<file path="src/design/trie_longest_prefix_match_defines.svh">
// Assertion macros for the route table block.
// TLPM_ASSERT_IMPL checks ante |-> cons, TLPM_ASSERT_NEXT checks ante |=> cons.
`ifndef TRIE_LONGEST_PREFIX_MATCH_DEFINES_SVH
`define TRIE_LONGEST_PREFIX_MATCH_DEFINES_SVH

`ifndef SYNTHESIS
`define TLPM_ASSERT_IMPL(name_, clk_, rstn_, ante_, cons_) \
  name_: assert property (@(posedge clk_) disable iff (!rstn_) (ante_) |-> (cons_)) \
    else $error("tlpm assertion failed");
`define TLPM_ASSERT_NEXT(name_, clk_, rstn_, ante_, cons_) \
  name_: assert property (@(posedge clk_) disable iff (!rstn_) (ante_) |=> (cons_)) \
    else $error("tlpm assertion failed");
`else
`define TLPM_ASSERT_IMPL(name_, clk_, rstn_, ante_, cons_)
`define TLPM_ASSERT_NEXT(name_, clk_, rstn_, ante_, cons_)
`endif

`endif

</file>
<file path="src/design/tlpm_pkg.sv">
`timescale 1ns / 1ps

package tlpm_pkg;

  // Default node store depth
  localparam int NODES_DEF = 4096;

  // Field widths
  localparam int KEY_W  = 32;
  localparam int HOP_W  = 32;
  localparam int PORT_W = 8;
  localparam int LEN_W  = 6;
  localparam int STAT_W = 2;

  // Deepest trie level (one level per address bit)
  localparam logic [LEN_W-1:0] DEPTH_MAX = 6'd32;

  // Operation codes
  localparam logic FUNC_INSERT = 1'b0;
  localparam logic FUNC_LOOKUP = 1'b1;

  // Result status codes
  localparam logic [STAT_W-1:0] ST_OK   = 2'd0;
  localparam logic [STAT_W-1:0] ST_MISS = 2'd1;
  localparam logic [STAT_W-1:0] ST_FULL = 2'd2;

  // Controller states
  typedef enum logic [3:0] {
    S_IDLE = 4'b0001,
    S_WALK = 4'b0010,
    S_FIN  = 4'b0100,
    S_OUT  = 4'b1000
  } state_e;

  // Controller to datapath
  typedef struct packed {
    logic load;    // latch a new word
    logic step;    // walk one trie level
    logic finish;  // store route or fetch matched route
    logic emit;    // load the result register
  } cmd_t;

  // Datapath to controller
  typedef struct packed {
    logic walk_end;  // current level is the last one
    logic out_free;  // result register can take a word
  } sts_t;

endpackage

</file>
<file path="src/design/tlpm_ctrl.sv">
`timescale 1ns / 1ps
`include "trie_longest_prefix_match_defines.svh"

module tlpm_ctrl (
  input  logic             clk_i,
  input  logic             rst_ni,
  input  logic             in_valid_i,
  output logic             in_ready_o,
  input  tlpm_pkg::sts_t   sts_i,
  output tlpm_pkg::cmd_t   cmd_o
);

  tlpm_pkg::state_e state_q, state_d;

  // Next state and commands
  always_comb begin
    state_d    = state_q;
    cmd_o      = '0;
    in_ready_o = 1'b0;
    unique case (state_q)
      tlpm_pkg::S_IDLE: begin
        in_ready_o = 1'b1;
        if (in_valid_i) begin
          cmd_o.load = 1'b1;
          state_d    = tlpm_pkg::S_WALK;
        end
      end
      tlpm_pkg::S_WALK: begin
        cmd_o.step = 1'b1;
        if (sts_i.walk_end) begin
          state_d = tlpm_pkg::S_FIN;
        end
      end
      tlpm_pkg::S_FIN: begin
        cmd_o.finish = 1'b1;
        state_d      = tlpm_pkg::S_OUT;
      end
      tlpm_pkg::S_OUT: begin
        if (sts_i.out_free) begin
          cmd_o.emit = 1'b1;
          state_d    = tlpm_pkg::S_IDLE;
        end
      end
      default: begin
        state_d = tlpm_pkg::S_IDLE;
      end
    endcase
  end

  always_ff @(posedge clk_i or negedge rst_ni) begin
    if (!rst_ni) begin
      state_q <= tlpm_pkg::S_IDLE;
    end else begin
      state_q <= state_d;
    end
  end

  `TLPM_ASSERT_IMPL(a_emit_free, clk_i, rst_ni, cmd_o.emit, sts_i.out_free)

endmodule

</file>
<file path="config.mk">
export PLATFORM = sky130hd
export DESIGN_NAME = tlpm_ctrl
export DESIGN_NICKNAME = d
export VERILOG_FILES = /design/src/design/tlpm_pkg.sv /design/src/design/tlpm_ctrl.sv
export VERILOG_INCLUDE_DIRS = /design/src /design/src/design
export SDC_FILE = /design/constraint.sdc
export NUM_CORES = 1
export LEC_CHECK = 0
export ABC_AREA = 1
export ABC_CLOCK_PERIOD_IN_PS = 1200
export BUFFER_PORTS_ARGS = -buffer_cell sky130_fd_sc_hd__buf_2
export CAP_MARGIN = 25
export CORE_AREA = 2 2 39 41
export CTS_CLUSTER_SIZE = 12
export DETAILED_ROUTE_END_ITERATION = 16
export DIE_AREA = 0 0 41 43
export HOLD_SLACK_MARGIN = 0.02
export PLACE_DENSITY = 0.5
export SLEW_MARGIN = 20
export SYNTH_ARGS = -nofsm -noshare
export SYNTH_HDL_FRONTEND = slang
export SYNTH_SLANG_ARGS = --single-unit
</file>
<file path="constraint.sdc">
create_clock -name clk_i -period 1.2 [get_ports clk_i]
set_input_delay 0.18 -clock clk_i [delete_from_list [all_inputs] [get_ports clk_i]]
set_output_delay 0.18 -clock clk_i [all_outputs]
set_load 0.02 [all_outputs]
</file>
==> impl_metrics.json, run 1 <==
{
  "syn_area_sq_um": 248,
  "largest_register": "state_q",
  "num_io_pins": 10,
  "rows": 14,
  "synthToLayoutAreaGrowth_pct": 79.8,
  "cts_tree": "done",
  "yosysTopAreaCellShare": 0.303,
  "drt_iter0_markers": 2,
  "antenna_found_initial": 0,
  "crit_chain": "inv_2 -> nor2_4 -> nand2_2 -> nor2_4 -> buf_6",
  "grt.total_usage": 0.0926,
  "leakagePower_nw": 0.264,
  "rsz0062_at_grt": "yes",
  "critPathRequiredTime_ns": 1.02,
  "drive_above_1_share": 0.534,
  "critPathLaunch": "state_q[0]",
  "drc": 0,
  "nets": 64,
  "yosysWarnings": 0,
  "die_h_um": 43,
  "port_buffers": 9,
  "synth-seq-area-share": 0.409,
  "clk_latency_ns": 0.24,
  "wirelength_um": 590,
  "grt_max_degree": 5,
  "numClockSinks": 4,
  "hold_viol": 0,
  "pre_cts_ws_ns": 0.0191,
  "dieWidth_um": 41,
  "path_max_fanout": 3,
  "cts-root-buf": "clkbuf_4",
  "drv_cap": 0,
  "vias": 285,
  "tns_ns": -0.978,
  "initial_core_util": 0.179,
  "mostFrequentLayoutCell": "buf_4",
  "worstMarginPinSlew_ns": 0.212,
  "path_common_cell": "nor2_4",
  "dp_hpwl_um": 428,
  "slowest_delay_ns": 0.54,
  "hp-class": "input pin to flip-flop",
  "setup-violations-final": 8,
  "wire_per_inst_um": 7.97,
  "htree_levels": 1,
  "final_max_slew_viol_count": 0,
  "largest_reg_flops": 4,
  "stdcell_count": 74,
  "rr_startpoint": "state_q[0]",
  "cts_buffer_depth": 2,
  "first_global_vias": 287,
  "ys_types": 10,
  "crit_type": "flip-flop to output port",
  "placed_area_sq_um": 330,
  "placeableCoreArea_sq_um": 1380,
  "crit_buf_inv": 2,
  "postLayoutCellArea_sq_um": 445,
  "finalWorstSetupSlack_ns": -0.178,
  "endpoint_kind": "output port",
  "slowest_stage": "dfstp_2",
  "synth_area_leaders": "dfrtp_1, inv_1, dfstp_2, nor2_2, nand3_1",
  "cp-start-kind": "flip-flop",
  "hp-start": "sts_i[1]",
  "grt_pass1_wl_mm": 1.07,
  "fin_util": 0.322,
  "layout_common_cells": "buf_4, inv_1, buf_2",
  "fin_crit_sh": 1.15,
  "detail-route-antenna-nets": 0,
  "fin_crit_ns": 1.38,
  "n_fill_cell": 152,
  "dieArea_sq_um": 1760,
  "yosys.area.top_type": "dfrtp_1",
  "syn_avg_cell_area_sq_um": 6.88,
  "dr.pass1.iters": 4,
  "reg.largest.list": "state_q x4",
  "cp_top_family": "flip-flops",
  "critical_path_arrival_ns": 1.20,
  "syn-instance-count": 36,
  "grt-ovfl-total": 0,
  "numCtsBuffers": 3,
  "violations": "setup timing",
  "place_congestion": 0.717,
  "n_antenna_cell": 0,
  "path_clk_slew_ns": 0.03,
  "synth-seq-cells": 4,
  "finalClockSkew_ns": 0.0124,
  "relSlewSlack": 0.858,
  "status": "finished, violations left",
  "timing.fmax_mhz": 726,
  "via_per_inst": 3.85,
  "power.density_nw_per_um2": 2730,
  "placedCellCount": 63,
  "synth.net_count": 41,
  "peakVddDrop_uv": 1230
}
## where the power goes
part	internal (mW)	switching, mW	leakage, nW
logic	0.411	0.368	0.198
clock network	0.125	0.0576	0.0150
registers	0.198	0.0580	0.0510
total	0.734	0.483	0.264
## cell type report
cell class	instances	area [sq um]	share of cell area
Tap cell	16	20.0	0.0449
Clock buffer	4	26.3	0.0590
Timing Repair Buffer	18	130	0.292
Multi-Input combinational cell	22	130	0.292
Inverter	10	37.5	0.0843
Sequential cell	4	101	0.228
## worst min-delay path, delay by kind of cell
kind / cells / cell delay (ns)
simple gates: 1 / 0.08
compound gates: 1 / 0.05
buf+inv: 2 / 0.11
## metrics by stage
| step | power, mW | hold slack, ns |
|---|---|---|
| after global routing | 1.32 | 0.247 |
| after CTS | 1.20 | 0.236 |
| after floorplan | 0.552 | -0.116 |
| after global placement | 0.714 | -0.0107 |
| final | 1.22 | 0.243 |
| after detailed placement | 0.720 | -0.00995 |
## timing repair
item | 4_1_cts | 5_1_grt
setup endpoints to repair | 5 | 8
pin swaps | 1 | 1
resized for setup | 9 | 2
buffers inserted | 6 | 0
endpoints found under the hold margin | 4 | 0
hold buffers | 1 | 0
## cell families (layout without fill, tap and decap cells)
logic type | Yosys count | count (layout) | share of synthesized area
and+or+nand+nor | 20 | 20 | 0.399
AOI/OAI and AO/OA | 2 | 2 | 0.0404
DFF | 4 | 4 | 0.409
buffers and inverters | 10 | 32 | 0.152
## per-layer routing
layer,wire (um),part of all wire,GRT usage,vias up
li1,-,-,-,149
met1,255,0.43,0.104,130
met2,312,0.53,0.141,6
met3,21,0.036,0.0471,0
met4,0,0,0.0400,0
met5,0,0,0,-
## cell usage after synthesis
master and count:
nand3_2 1, nor2_1 5, o21ai_1 2, nand2_1 5, nand2_2 1, dfstp_2 1
nand3_1 4, inv_1 10, nor2_2 4, dfrtp_1 3
## path summary, 6_finish.rpt
path                               to  slack, ns  depth (start not counted)
setup reg to reg           state_q[2]      -0.15                          9
max in group asynchronous  state_q[0]       0.72                          2
hold reg to reg            state_q[3]       0.66                          3
setup / recovery             cmd_o[3]      -0.18                          5
min in group asynchronous  state_q[3]       0.27                          2
hold / removal             state_q[1]       0.24                          4
Note: power is estimated with default switching activity, not from simulation.
==> run 2: changes to the inputs <==
- ABC_CLOCK_PERIOD_IN_PS: 1200 -> 1700
- clock period: 1.2 -> 1.7 ns (I/O delays scaled with it)
==> impl_metrics.json, run 2 (same netlist as run 1, synthesis figures left out) <==
{
  "worstMarginPinSlew_ns": 0.224,
  "slowest_delay_ns": 0.54,
  "mostFrequentLayoutCell": "inv_1",
  "htree_levels": 1,
  "numClockSinks": 4,
  "wire_per_inst_um": 7.67,
  "status": "finished, final reports clean",
  "fin_crit_ns": 1.52,
  "numCtsBuffers": 3,
  "dp_hpwl_um": 419,
  "placedCellCount": 61,
  "critical_path_arrival_ns": 1.27,
  "cts_resized": 0,
  "min_path_cells": 3,
  "drv_cap": 0,
  "layout_common_cells": "inv_1, buf_2, nand2_1, nor2_1",
  "crit_chain": "inv_1 -> nor2_2 -> nand2_2 -> nor2_1 -> buf_2",
  "seq_area_sq_um": 101,
  "antenna_found_initial": 0,
  "relSlewSlack": 0.850,
  "pre_cts_ws_ns": 0.415,
  "finalClockSkew_ns": 0.0103,
  "via_per_inst": 3.91,
  "fin_crit_sh": 0.896,
  "crit_buf_inv": 2,
  "postLayoutCellArea_sq_um": 349,
  "rr_startpoint": "state_q[0]",
  "reg.largest.list": "state_q x4",
  "endpoint_kind": "output port",
  "drt_iter0_markers": 3,
  "slowest_stage": "dfstp_2",
  "die_h_um": 43,
  "critPathRequiredTime_ns": 1.44,
  "grt-ovfl-total": 0,
  "n_antenna_cell": 0,
  "timing.fmax_mhz": 657,
  "power.density_nw_per_um2": 1690,
  "vias": 258,
  "final_max_slew_viol_count": 0,
  "n_fill_cell": 173,
  "port_buffers": 9,
  "dieWidth_um": 41,
  "clk_latency_ns": 0.24,
  "largest_register": "state_q",
  "path_clk_slew_ns": 0.03,
  "multiInputGateArea_sq_um": 109,
  "grt_pass1_wl_um": 917,
  "path_max_fanout": 4,
  "dr.pass1.iters": 3,
  "place_congestion": 0.745,
  "drive_above_1_share": 0.380,
  "grt.total_usage": 0.0815,
  "crit_type": "flip-flop to output port",
  "cts-root-buf": "clkbuf_4",
  "rows": 14,
  "tns_ns": 0,
  "detail-route-antenna-nets": 0,
  "power.total_mw": 0.589,
  "cts_buffer_depth": 2,
  "placed_area_sq_um": 313,
  "finalWorstSetupSlack_ns": 0.177,
  "peakVddDrop_uv": 622,
  "synthToLayoutAreaGrowth_pct": 40.9,
  "stdcell_count": 66,
  "nets": 56,
  "hold_viol": 0,
  "reg2reg_to": "state_q[2]",
  "leakagePower_nw": 0.221,
  "dieArea_sq_um": 1760,
  "cp-start-kind": "flip-flop",
  "placeableCoreArea_sq_um": 1380,
  "hp-start": "in_valid_i",
  "cts_tree": "done",
  "rsz0062_at_grt": "no",
  "cp_top_family": "flip-flops",
  "setup-violations-final": 0,
  "initial_core_util": 0.179,
  "grt_max_degree": 5,
  "r2r_setup_slack_ns": 0.66,
  "min_to": "state_q[1]",
  "num_io_pins": 10,
  "hp-class": "input pin to flip-flop",
  "postCtsSetupBuffers": 0,
  "wirelength_um": 506,
  "largest_reg_flops": 4,
  "worstRegToRegCells": 5,
  "first_global_vias": 247,
  "drc": 0
}
[run 2: power breakdown]
part	total, mW	internal, mW	switching [mW]	leakage (nW)
logic	0.286	0.0977	0.189	0.155
registers	0.173	0.140	0.0327	0.0510
clock network	0.130	0.0882	0.0418	0.0150
total	0.589	0.326	0.263	0.221
[run 2: worst max path at each step]
| stage | startpoint | endpoint | slack [ns] | cells after the start |
|---|---|---|---|---|
| after floorplan | state_q[0] | cmd_o[3] | 0.42 | 4 |
| after global placement | state_q[0] | cmd_o[3] | 0.44 | 5 |
| after detailed placement | state_q[0] | cmd_o[3] | 0.42 | 5 |
| after CTS | state_q[0] | cmd_o[3] | 0.16 | 5 |
| after global routing | state_q[0] | cmd_o[3] | 0.07 | 5 |
| final | state_q[0] | cmd_o[3] | 0.18 | 5 |
[run 2: worst register-to-register path, stage by stage, from the launching register on]
cell and delay [ns]:
dfstp_2 0.54, inv_1 0.05, nor2_2 0.11, nand3_1 0.10, nand3_1 0.09, nor2_1 0.04
[run 2: metrics by stage]
step	hold slack (ns)	utilization
after floorplan	-0.0406	-
after global placement	0.0627	0.226
after detailed placement	0.0633	0.226
after CTS	0.304	0.252
after global routing	0.312	0.252
final	0.308	0.252
[run 2: layout make-up]
type / instances / area share
inverters: 10 / 0.108
flip-flops and latches: 4 / 0.290
well taps: 16 / 0.0573
clock buffers: 4 / 0.0753
repair buffers: 10 / 0.158
multi-input cells: 22 / 0.312
[run 2: metal layers]
layer / global-route usage / part of all wire
met5: 0 / 0
met4: 0.0600 / 0
met3: 0.0471 / 0.065
met1: 0.0841 / 0.41
met2: 0.116 / 0.52
[run 2: timing repair]
| action | CTS | global route |
|---|---|---|
| hold buffers | 1 | 0 |
| setup endpoints to repair | 0 | 0 |
| endpoints found under the hold margin | 4 | 0 |
